**config.mk**
```make
export PLATFORM = sky130hd
export DESIGN_NAME = pivot_basis_tracker
export DESIGN_NICKNAME = d
export VERILOG_FILES = /design/src/rtl/pbt_pkg.sv /design/src/rtl/pivot_basis_tracker.sv
export SDC_FILE = /design/constraint.sdc
export NUM_CORES = 2
export LEC_CHECK = 0
export BUFFER_PORTS_ARGS = -buffer_cell sky130_fd_sc_hd__buf_2
export CORE_ASPECT_RATIO = 1.75
export CORE_UTILIZATION = 55
export CTS_BUF_LIST = sky130_fd_sc_hd__clkbuf_8 sky130_fd_sc_hd__clkbuf_16
export CTS_CLUSTER_SIZE = 40
export DETAILED_ROUTE_END_ITERATION = 7
export GPL_ROUTABILITY_DRIVEN = 1
export PLACE_DENSITY_LB_ADDON = 0.15
export SETUP_SLACK_MARGIN = 0.05
export SLEW_MARGIN = 10
export SYNTH_ARGS = -nofsm -noshare
export SYNTH_HDL_FRONTEND = slang
export SYNTH_SLANG_ARGS = --single-unit
```
**constraint.sdc**
```tcl
create_clock -name clk -period 7.95 [get_ports clk]
set_clock_uncertainty 0.2 [all_clocks]
set_input_delay 0.795 -clock clk [delete_from_list [all_inputs] [get_ports clk]]
set_output_delay 0.795 -clock clk [all_outputs]
set_load 0.01 [all_outputs]
```
**src/rtl/pbt_pkg.sv**
```systemverilog
// ----------------------------------------------------------------------------
// pbt_pkg
// Shared widths, request codes, register indexes and the result record of the
// pivot basis tracker.
// ----------------------------------------------------------------------------
package pbt_pkg;

    localparam int REQ_W        = 3;
    localparam int ROW_W        = 5;
    localparam int LABEL_W      = 7;
    localparam int ROWS_CFG_W   = 5;
    localparam int COLS_CFG_W   = 6;
    localparam int ADDR_W       = 3;
    localparam int DATA_W       = 32;
    // wide enough for any label magnitude, row number or column count
    localparam int NUM_W        = 8;

    localparam int MAX_ROWS_DEF = 16;
    localparam int MAX_COLS_DEF = 32;

    localparam logic [ROWS_CFG_W-1:0] ROWS_RESET = ROWS_CFG_W'(16);
    localparam logic [COLS_CFG_W-1:0] COLS_RESET = COLS_CFG_W'(32);

    typedef enum logic [REQ_W-1:0] {
        REQ_PIVOT   = 3'd0,
        REQ_QUERY   = 3'd1,
        REQ_MARK    = 3'd2,
        REQ_UNMARK  = 3'd3,
        REQ_RESTART = 3'd4
    } req_t;

    typedef enum logic {
        CFG_ROWS = 1'b0,
        CFG_COLS = 1'b1
    } cfg_idx_t;

    typedef struct packed {
        logic signed [LABEL_W-1:0] leaving_label;
        logic [ROW_W-1:0]          row_of_label;
        logic                      in_basis;
        logic                      label_blocked;
        logic signed [LABEL_W-1:0] label_at_row;
        logic                      basis_is_identity;
        logic                      bad_column;
        logic                      bad_row;
    } res_t;

endpackage

```
**src/rtl/pivot_basis_tracker.sv**
```systemverilog
// ----------------------------------------------------------------------------
// pivot_basis_tracker
// Basis bookkeeping for a pivoting linear solver: row labels, reverse maps,
// blocked marks and an identity flag kept by a mismatch counter.
// ----------------------------------------------------------------------------
// Usage:
//   request channel (req_valid / req_stall) carries req_type, row_index and
//   column_label; one response per request leaves on rsp_valid / rsp_stall.
//   All tables sit in flops; each request is decoded, applied and its
//   response formed in the cycle it is accepted and written to the response
//   buffer. One request per cycle is sustained while req_stall is low.
//   A two-entry response buffer lets a request be taken while an earlier
//   response waits; req_stall rises only when both entries are full.
//   rows_in_use and cols_in_use are written through the APB port; the user
//   must do so only while the block is idle, which the block does not check;
//   change rows_in_use only before a restart request. Reset loads the
//   identity basis (row r holds slack r), clears all regular maps and blocked
//   marks, sets rows_in_use 16 and cols_in_use 32 and empties the response
//   buffer. A stalled response holds its value until the receiver takes it.
// ----------------------------------------------------------------------------
module pivot_basis_tracker #(
    parameter int MAX_ROWS = pbt_pkg::MAX_ROWS_DEF,
    parameter int MAX_COLS = pbt_pkg::MAX_COLS_DEF
) (
    input  logic                               clk,
    input  logic                               rst_n,

    input  logic                               psel,
    input  logic                               penable,
    input  logic                               pwrite,
    input  logic [pbt_pkg::ADDR_W-1:0]         paddr,
    input  logic [pbt_pkg::DATA_W-1:0]         pwdata,
    output logic [pbt_pkg::DATA_W-1:0]         prdata,
    output logic                               pready,

    input  logic                               req_valid,
    output logic                               req_stall,
    input  logic [pbt_pkg::REQ_W-1:0]          req_type,
    input  logic [pbt_pkg::ROW_W-1:0]          row_index,
    input  logic signed [pbt_pkg::LABEL_W-1:0] column_label,

    output logic                               rsp_valid,
    input  logic                               rsp_stall,
    output logic signed [pbt_pkg::LABEL_W-1:0] leaving_label,
    output logic [pbt_pkg::ROW_W-1:0]          row_of_label,
    output logic                               in_basis,
    output logic                               label_blocked,
    output logic signed [pbt_pkg::LABEL_W-1:0] label_at_row,
    output logic                               basis_is_identity,
    output logic                               bad_column,
    output logic                               bad_row
);
    import pbt_pkg::*;

    localparam int CNT_W = $clog2(MAX_ROWS + 1);

    // configuration
    logic [ROWS_CFG_W-1:0] rows_in_use_reg;
    logic [COLS_CFG_W-1:0] cols_in_use_reg;
    logic                  cfg_write;

    // basis state
    logic signed [LABEL_W-1:0] row_label_reg [MAX_ROWS];
    logic [ROW_W-1:0]          slack_row_reg [MAX_ROWS];
    logic [ROW_W-1:0]          regular_row_reg [MAX_COLS];
    logic                      slack_blocked_reg [MAX_ROWS];
    logic                      regular_blocked_reg [MAX_COLS];
    logic [CNT_W-1:0]          mismatch_reg;

    logic signed [LABEL_W-1:0] row_label_next [MAX_ROWS];
    logic [ROW_W-1:0]          slack_row_next [MAX_ROWS];
    logic [ROW_W-1:0]          regular_row_next [MAX_COLS];
    logic                      slack_blocked_next [MAX_ROWS];
    logic                      regular_blocked_next [MAX_COLS];
    logic [CNT_W-1:0]          mismatch_next;

    // request decode
    logic [NUM_W-1:0]          eff_rows;
    logic [NUM_W-1:0]          eff_cols;
    logic [NUM_W-1:0]          c_pos;
    logic [NUM_W-1:0]          c_neg;
    logic                      c_slack;
    logic                      c_regular;
    logic                      c_valid;
    logic [NUM_W-1:0]          r_num;
    logic [NUM_W-1:0]          minus_r;
    logic                      r_ok;
    logic signed [LABEL_W-1:0] old_label;
    logic [NUM_W-1:0]          old_pos;
    logic [NUM_W-1:0]          old_neg;
    logic                      old_slack;
    logic                      old_regular;
    logic [ROW_W-1:0]          cur_map_c;
    logic                      is_pivot;
    logic                      is_query;
    logic                      pivot_go;
    res_t                      res;

    // response buffer
    res_t                      fifo_reg [2];
    logic                      wr_ptr_reg;
    logic                      rd_ptr_reg;
    logic [1:0]                fill_reg;
    logic                      req_fire;
    logic                      rsp_fire;
    res_t                      head;

    // ------------------------------------------------------------------
    // configuration port
    // ------------------------------------------------------------------
    assign pready    = 1'b1;
    assign cfg_write = psel && penable && pwrite && pready;

    always_comb
    begin
        case (cfg_idx_t'(paddr[2]))
            CFG_ROWS: prdata = DATA_W'(rows_in_use_reg);
            CFG_COLS: prdata = DATA_W'(cols_in_use_reg);
            default:  prdata = '0;
        endcase
    end

    always_ff @(posedge clk or negedge rst_n)
    begin
        if (!rst_n)
        begin
            rows_in_use_reg <= ROWS_RESET;
            cols_in_use_reg <= COLS_RESET;
        end
        else if (cfg_write)
        begin
            case (cfg_idx_t'(paddr[2]))
                CFG_ROWS: rows_in_use_reg <= pwdata[ROWS_CFG_W-1:0];
                CFG_COLS: cols_in_use_reg <= pwdata[COLS_CFG_W-1:0];
                default:  ;
            endcase
        end
    end

    // ------------------------------------------------------------------
    // request decode
    // ------------------------------------------------------------------
    always_comb
    begin
        eff_rows = (NUM_W'(rows_in_use_reg) > NUM_W'(MAX_ROWS)) ?
                   NUM_W'(MAX_ROWS) : NUM_W'(rows_in_use_reg);
        eff_cols = (NUM_W'(cols_in_use_reg) > NUM_W'(MAX_COLS)) ?
                   NUM_W'(MAX_COLS) : NUM_W'(cols_in_use_reg);

        c_pos     = {{(NUM_W-LABEL_W){column_label[LABEL_W-1]}}, column_label};
        c_neg     = -c_pos;
        c_slack   = column_label[LABEL_W-1] && (c_neg <= eff_rows);
        c_regular = !column_label[LABEL_W-1] && (c_pos != '0) && (c_pos <= eff_cols);
        c_valid   = c_slack || c_regular;

        r_num   = NUM_W'(row_index);
        minus_r = -r_num;
        r_ok    = (r_num != '0) && (r_num <= eff_rows);

        old_label = '0;
        for (int i = 0; i < MAX_ROWS; i++)
        begin
            if (r_num == NUM_W'(i + 1))
                old_label = row_label_reg[i];
        end
        old_pos     = {{(NUM_W-LABEL_W){old_label[LABEL_W-1]}}, old_label};
        old_neg     = -old_pos;
        old_slack   = old_label[LABEL_W-1] && (old_neg <= eff_rows);
        old_regular = !old_label[LABEL_W-1] && (old_pos != '0) && (old_pos <= eff_cols);

        cur_map_c = '0;
        for (int i = 0; i < MAX_ROWS; i++)
        begin
            if (c_slack && c_neg == NUM_W'(i + 1))
                cur_map_c = slack_row_reg[i];
        end
        for (int i = 0; i < MAX_COLS; i++)
        begin
            if (c_regular && c_pos == NUM_W'(i + 1))
                cur_map_c = regular_row_reg[i];
        end

        is_pivot = (req_t'(req_type) == REQ_PIVOT);
        is_query = (req_t'(req_type) == REQ_QUERY);
        // a row whose stored label is out of range under the current
        // registers makes the pivot a silent no-op
        pivot_go = is_pivot && r_ok && c_valid && (cur_map_c == '0) &&
                   (old_slack || old_regular);
    end

    // ------------------------------------------------------------------
    // next state
    // ------------------------------------------------------------------
    always_comb
    begin
        for (int i = 0; i < MAX_ROWS; i++)
        begin
            row_label_next[i]     = row_label_reg[i];
            slack_row_next[i]     = slack_row_reg[i];
            slack_blocked_next[i] = slack_blocked_reg[i];
        end
        for (int i = 0; i < MAX_COLS; i++)
        begin
            regular_row_next[i]     = regular_row_reg[i];
            regular_blocked_next[i] = regular_blocked_reg[i];
        end
        mismatch_next = mismatch_reg;

        case (req_t'(req_type))
            REQ_PIVOT:
            begin
                if (pivot_go)
                begin
                    // leaving label's map cleared first, entering label wins
                    for (int i = 0; i < MAX_ROWS; i++)
                    begin
                        if (old_slack && old_neg == NUM_W'(i + 1))
                            slack_row_next[i] = '0;
                        if (c_slack && c_neg == NUM_W'(i + 1))
                            slack_row_next[i] = row_index;
                        if (r_num == NUM_W'(i + 1))
                            row_label_next[i] = column_label;
                    end
                    for (int i = 0; i < MAX_COLS; i++)
                    begin
                        if (old_regular && old_pos == NUM_W'(i + 1))
                            regular_row_next[i] = '0;
                        if (c_regular && c_pos == NUM_W'(i + 1))
                            regular_row_next[i] = row_index;
                    end
                    mismatch_next = mismatch_reg
                                  - CNT_W'(old_pos != minus_r)
                                  + CNT_W'(c_pos != minus_r);
                end
            end
            REQ_MARK, REQ_UNMARK:
            begin
                for (int i = 0; i < MAX_ROWS; i++)
                begin
                    if (c_slack && c_neg == NUM_W'(i + 1))
                        slack_blocked_next[i] = (req_t'(req_type) == REQ_MARK);
                end
                for (int i = 0; i < MAX_COLS; i++)
                begin
                    if (c_regular && c_pos == NUM_W'(i + 1))
                        regular_blocked_next[i] = (req_t'(req_type) == REQ_MARK);
                end
            end
            REQ_RESTART:
            begin
                for (int i = 0; i < MAX_ROWS; i++)
                begin
                    row_label_next[i]     = LABEL_W'(-(i + 1));
                    slack_row_next[i]     = ROW_W'(i + 1);
                    slack_blocked_next[i] = 1'b0;
                end
                for (int i = 0; i < MAX_COLS; i++)
                begin
                    regular_row_next[i]     = '0;
                    regular_blocked_next[i] = 1'b0;
                end
                mismatch_next = '0;
            end
            default: ;
        endcase
    end

    // ------------------------------------------------------------------
    // response, read from the updated state
    // ------------------------------------------------------------------
    always_comb
    begin
        res = '0;
        res.leaving_label = pivot_go ? old_label : '0;

        for (int i = 0; i < MAX_ROWS; i++)
        begin
            if (c_slack && c_neg == NUM_W'(i + 1))
            begin
                res.row_of_label  = slack_row_next[i];
                res.label_blocked = slack_blocked_next[i];
            end
            if (r_ok && r_num == NUM_W'(i + 1))
                res.label_at_row = row_label_next[i];
        end
        for (int i = 0; i < MAX_COLS; i++)
        begin
            if (c_regular && c_pos == NUM_W'(i + 1))
            begin
                res.row_of_label  = regular_row_next[i];
                res.label_blocked = regular_blocked_next[i];
            end
        end
        res.in_basis          = (res.row_of_label != '0);
        res.basis_is_identity = (mismatch_next == '0);
        res.bad_column        = (is_pivot && (!c_valid || cur_map_c != '0)) ||
                                (is_query && !c_valid);
        res.bad_row           = (is_pivot || is_query) && !r_ok;
    end

    // ------------------------------------------------------------------
    // state registers
    // ------------------------------------------------------------------
    assign req_fire = req_valid && !req_stall;

    always_ff @(posedge clk or negedge rst_n)
    begin
        if (!rst_n)
        begin
            for (int i = 0; i < MAX_ROWS; i++)
            begin
                row_label_reg[i]     <= LABEL_W'(-(i + 1));
                slack_row_reg[i]     <= ROW_W'(i + 1);
                slack_blocked_reg[i] <= 1'b0;
            end
            for (int i = 0; i < MAX_COLS; i++)
            begin
                regular_row_reg[i]     <= '0;
                regular_blocked_reg[i] <= 1'b0;
            end
            mismatch_reg <= '0;
        end
        else if (req_fire)
        begin
            for (int i = 0; i < MAX_ROWS; i++)
            begin
                row_label_reg[i]     <= row_label_next[i];
                slack_row_reg[i]     <= slack_row_next[i];
                slack_blocked_reg[i] <= slack_blocked_next[i];
            end
            for (int i = 0; i < MAX_COLS; i++)
            begin
                regular_row_reg[i]     <= regular_row_next[i];
                regular_blocked_reg[i] <= regular_blocked_next[i];
            end
            mismatch_reg <= mismatch_next;
        end
    end

    // ------------------------------------------------------------------
    // two-entry response buffer
    // ------------------------------------------------------------------
    assign rsp_valid = (fill_reg != 2'd0);
    assign req_stall = (fill_reg == 2'd2);
    assign rsp_fire  = rsp_valid && !rsp_stall;

    always_ff @(posedge clk or negedge rst_n)
    begin
        if (!rst_n)
        begin
            wr_ptr_reg <= 1'b0;
            rd_ptr_reg <= 1'b0;
            fill_reg   <= 2'd0;
        end
        else
        begin
            if (req_fire)
                wr_ptr_reg <= !wr_ptr_reg;
            if (rsp_fire)
                rd_ptr_reg <= !rd_ptr_reg;
            if (req_fire && !rsp_fire)
                fill_reg <= fill_reg + 2'd1;
            else if (rsp_fire && !req_fire)
                fill_reg <= fill_reg - 2'd1;
        end
    end

    always_ff @(posedge clk)
    begin
        if (req_fire)
            fifo_reg[wr_ptr_reg] <= res;
    end

    assign head              = fifo_reg[rd_ptr_reg];
    assign leaving_label     = head.leaving_label;
    assign row_of_label      = head.row_of_label;
    assign in_basis          = head.in_basis;
    assign label_blocked     = head.label_blocked;
    assign label_at_row      = head.label_at_row;
    assign basis_is_identity = head.basis_is_identity;
    assign bad_column        = head.bad_column;
    assign bad_row           = head.bad_row;

endmodule

```
==> run_results.csv, run 1 <==
group,metric,value,unit
run_status,outcome,"did not finish",
run_status,flow.stopped_at,"global routing",
run_status,stop_error,"[ERROR GRT-0116] Global routing finished with congestion. Check the congestion regions in the DRC Viewer.",
synth,post-synth-top-area-cell,"dfrtp_1",
global_routing,grt_pass1_vias,48778,
synth,yosysWarningCount,0,
synth,ys_async_sr_fraction,89.7,%
die,ios,116,
synth,yosys.area.top_type_share,22.5,%
die,fp-row-count,120,
placement,io_buffers,60,
synth,syn_area_per_cell,7.87,µm²
synth,synth_cells,4318,
synth,synth_area_leaders,"dfrtp_1 (22%), dfstp_2 (8.9%), nand2_1 (7.2%), o21ai_0 (7.0%), a21oi_1 (5.5%)",
synth,synth_edf_count,48,
clock_network,clk_path_buf_depth,3,
die,die_w,190,µm
global_routing,grt_pass1_wl,380000,µm
clock_network,htree_levels,2,
synth,syn_area,34000,µm²
clock_network,cts-root-buf,"clkbuf_16",
global_routing,overflow,1031,
placement,gp_congestion,1.28,
synth,ys_types,112,
placement,dp_hpwl,155000,µm
synth,ys.flop_type,"dfrtp_1",
synth,ys_ff_latch,468,
clock_network,numClockSinks,468,
placement,placed_cell_area,40400,µm²
die,initial_core_util,55.6,%
global_routing,grt_max_degree,165,
synth,ys_seq_area_share,35.6,%
global_routing,gr-usage-all-layers,79.9,%
clock_network,cts_buffers,45,
die,die_h,331,µm
==> cells by family after synthesis <==
| kind of cell | count (synthesis) | synth area share [%] |
|---|---|---|
| AO/OA/AOI/OAI | 1737 | 33.8 |
| XOR/XNOR | 26 | 0.711 |
| adder cells (fa/ha/maj) | 48 | 1.79 |
| buffers and inverters | 465 | 5.66 |
| flip-flops | 468 | 35.6 |
| multiplexers | 47 | 1.53 |
| other | 2 | 0.0221 |
| AND/OR/NAND/NOR | 1525 | 20.9 |
==> timing repair <==
action | 4_1_cts
endpoints found under the setup margin | 2
buffers inserted | 8
hold buffers | 1
resized for setup | 3
endpoints found under the hold margin | 59
pin swaps | 3
cloned | 0
==> Yosys cell counts, types with 24 or more instances <==
master / count
nand2_1: 651
o21ai_0: 478
a21oi_1: 376
nor2_1: 319
dfrtp_1: 305
clkbuf_1: 281
dfstp_2: 115
nor3_1: 110
nand3_1: 107
a31oi_1: 83
a221oi_1: 82
inv_1: 82
o22ai_1: 74
o211ai_1: 66
a211oi_1: 48
edfxtp_1: 48
ha_1: 47
nand4_1: 42
o221ai_1: 42
nand2b_1: 41
mux2_2: 39
buf_2: 37
nor4_1: 37
o22a_1: 37
a21o_1: 35
a22oi_1: 34
nor2b_1: 34
and3_1: 32
buf_1: 30
and2_1: 29
buf_4: 29
a22o_1: 27
o31ai_1: 27
o2111ai_1: 26
or3_1: 25
a2111oi_0: 24
o21a_1: 24
==> stage by stage <==
stage / setup WS [ns] / hold WS, ns / std cells
floorplan: 0.0963 / 0.240 / 4343
global placement: -0.769 / 0.263 / 5627
detailed placement: -0.867 / 0.271 / 5627
CTS: 0.0888 / 0.215 / 5720
==> metal layers <==
metal | GRT overflow | global-route usage (%)
met1 | 9 | 79.2
met5 | 5 | 23.1
met4 | 386 | 82.1
met2 | 616 | 98.4
met3 | 15 | 62.9
==> inputs of run 2 (changes only) <==
Settings changed: CORE_ASPECT_RATIO 1.75 to unset, CORE_UTILIZATION 55 to 40, CTS_BUF_LIST sky130_fd_sc_hd__clkbuf_8 sky130_fd_sc_hd__clkbuf_16 to unset, CTS_CLUSTER_SIZE 40 to unset, SETUP_SLACK_MARGIN 0.05 to unset.
==> run 2 against run 1 <==
The flow now finishes, with violations (setup timing); area after synthesis is the same; synthesized cell count is the same.
==> run_results.csv, run 2 <==
group,metric,value,unit
cells_and_area,final_common_cell,"buf_4",
placement,dp_hpwl,155000,µm
critical_path,start_kind,"primary input",
clock_network,cts_tree,"built",
synth,yosysMostFrequentCell,"nand2_1",
detailed_routing,ant_nets,0,
flow_run,cap_violations,0,
global_routing,antenna_found_initial,16,
detailed_routing,wl_per_cell,33.4,µm
pwr,p_seq_share,35.5,%
critical_path,critPathCaptureType,"register",
cells_and_area,final_cell_mix,"buf_4 (803), nand2_1 (647), o21ai_0 (476)",
run_status,outcome,"finished with violations",
global_routing,grt_max_degree,145,
synth,synth_cells,4318,
cells_and_area,drive_gt1_share,24.7,%
clock_network,cts-root-buf,"clkbuf_16",
cells_and_area,n_fill_cell,8426,
pwr,irDropWorstVdd,0.191,mV
timing,tightest_slew,1.22,ns
die,die_h,293,µm
timing,slew_headroom,18.7,%
timing,slew_violations,0,
timing,period_minus_slack,8.05,ns
pwr,static-leakage-power,17.6,nW
cells_and_area,largest_register_ffs,160,
detailed_routing,drc,0,
detailed_routing,routed_wl,204000,µm
die,ios,116,
clock_network,path_clk_slew,0.06,ns
placement,io_buffers,60,
pwr,clock_power_share,34.3,%
timing,grt_setup_unrepaired,"no",
placement,gp_congestion,1.14,
clock_network,clkLatencyLatePin,0.69,ns
critical_path,cp.arrival,8.33,ns
timing,final.setup.tns,-0.191,ns
die,core,83800,µm²
cells_and_area,fin_nets,5016,
synth,netlist_top_cells_count,"nand2_1 (651), o21ai_0 (478), a21oi_1 (376), nor2_1 (319), dfrtp_1 (305)",
pwr,p_int,4.99,mW
clock_network,cts_buffers,55,
synth,ys_async_sr_fraction,89.7,%
timing,finalHoldViolations,0,
detailed_routing,drt-pass1-iter-count,8,
synth,synth_area_leaders,"dfrtp_1 (22%), dfstp_2 (8.9%), nand2_1 (7.2%), o21ai_0 (7.0%), a21oi_1 (5.5%)",
run_status,violations,"setup timing",
detailed_routing,num_vias,41632,
synth,post-synth-top-area-cell,"dfrtp_1",
timing,hold_ws,0.147,ns
pwr,pwr-share-comb,30.2,%
timing,clock.fmax,124,MHz
timing,finalWorstSetupSlack,-0.0958,ns
detailed_routing,viasPerCell,6.82,
global_routing,overflow,0,
synth,yosysWarningCount,0,
global_routing,grt_pass1_wl,287000,µm
die,initial_core_util,40.5,%
synth,synth_edf_count,48,
global_routing,gr-usage-all-layers,46.2,%
clock_network,htree_levels,2,
timing,min_period_over_period,101,%
synth,ys_seq_area_share,35.6,%
pwr,powerDensity,183,nW/µm²
synth,syn_area_per_cell,7.87,µm²
global_routing,grt_pass1_vias,39014,
critical_path,path_class,"in2reg",
die,die_w,293,µm
detailed_routing,drt_iter0_markers,5347,
cells_and_area,area_delta_synth_final,26.2,%
die,fp-row-count,106,
clock_network,clk_path_buf_depth,3,
hold_path,min_path_type,"in2reg",
critical_path,cp_data_required_time,8.23,ns
synth,ys_ff_latch,468,
synth,yosys.area.top_type_share,22.5,%
critical_path,path_max_fanout,16,
pwr,switchingPower,2.86,mW
clock_network,numClockSinks,468,
pwr,switching_share,36.4,%
synth,ys.flop_type,"dfrtp_1",
timing,setup_viol,2,
die,dieArea,86100,µm²
synth,ys_types,112,
synth,syn_area,34000,µm²
[run 2: cell counts after synthesis]
No cell type changed its count.
[run 2: layout make-up]
cell class	count	area, µm²	area share [%]
flip-flops and latches	468	12100	28.2
well taps	1134	1420	3.31
repair buffers	891	6900	16.1
multi-input cells	3410	20200	47.2
clock inverters	32	338	0.788
inverters	85	319	0.744
diodes	8	20.0	0.0467
clock buffers	72	1550	3.62
[run 2: stage by stage]
step	power [mW]	utilization, %	instances	setup slack [ns]	cell area, µm²
finish	7.85	51.1	6100	-0.0958	42900
global route	8.06	51.1	6093	0.0104	42800
CTS	7.78	51.0	6089	0.125	42800
detailed placement	5.10	48.8	5984	-0.523	40900
global placement	5.09	48.8	5984	-0.652	40900
floorplan	3.85	-	4343	0.0101	34100
[run 2: logic make-up (layout without fill, tap and decap cells)]
group,count (synthesis),in the layout,synth area share (%)
mux,47,47,1.53
simple gates,1525,1525,20.9
flops,468,468,35.6
buf+inv,465,1080,5.66
fa+ha+maj,48,48,1.79
xor+xnor,26,26,0.711
compound gates,1737,1737,33.8
other cells,2,35,0.0221
[run 2: critical path: stages]
cell	delay [ns]
buf_2	0.23
inv_1	0.09
buf_4	0.22
ha_2	0.32
buf_4	0.19
inv_1	0.37
buf_4	0.31
nand2_1	0.26
a21oi_1	0.22
o221ai_1	0.13
a221oi_1	0.34
a2111oi_2	0.12
buf_4	0.19
nor4b_1	0.62
a31oi_1	0.25
or4b_1	0.51
buf_4	0.20
nor2_4	0.26
buf_4	0.40
a32oi_1	0.11
o211ai_1	0.28
a31oi_1	0.08
buf_4	0.17
o31ai_1	0.58
o21ai_0	0.25
a31oi_1	0.29
buf_4	0.20
or4_1	0.28
[run 2: path summary, 6_finish.rpt]
path	start	end	slack, ns	depth (start not counted)
min in group asynchronous	rst_n	rd_ptr_reg	0.53	2
min	pwdata[5]	cols_in_use_reg[5]	0.15	2
max	column_label[1]	fifo_reg[1][11]	-0.1	28
min reg2reg	regular_row_reg[124]	regular_row_reg[124]	0.29	2
max in group asynchronous	rst_n	slack_row_reg[24]	5.63	3
max reg2reg	cols_in_use_reg[5]	fifo_reg[1][11]	-0.01	26
[run 2: power groups by stage]
stage	Sequential (mW)	Clock, mW	Combinational (mW)
finish	2.79	2.70	2.37
global route	2.80	2.81	2.46
CTS	2.78	2.71	2.29
detailed placement	2.82	0	2.28
global placement	2.82	0	2.27
floorplan	2.73	0	1.12
[run 2: what timing repair did]
item | CTS | global route
resized for setup | 0 | 14
hold buffers | 1 | 0
buffers inserted | 0 | 3
endpoints found under the hold margin | 59 | 0
setup endpoints to repair | 0 | 10
[run 2: per-layer routing]
| layer | share of wire [%] | GRT usage (%) | up-vias |
|---|---|---|---|
| li1 | - | - | 17456 |
| met1 | 40 | 61.6 | 20547 |
| met2 | 42 | 67.8 | 2882 |
| met3 | 11 | 11.3 | 735 |
| met4 | 6.7 | 26.8 | 12 |
| met5 | 0.033 | 0 | - |
No activity file was read; power rests on OpenSTA's default activity.
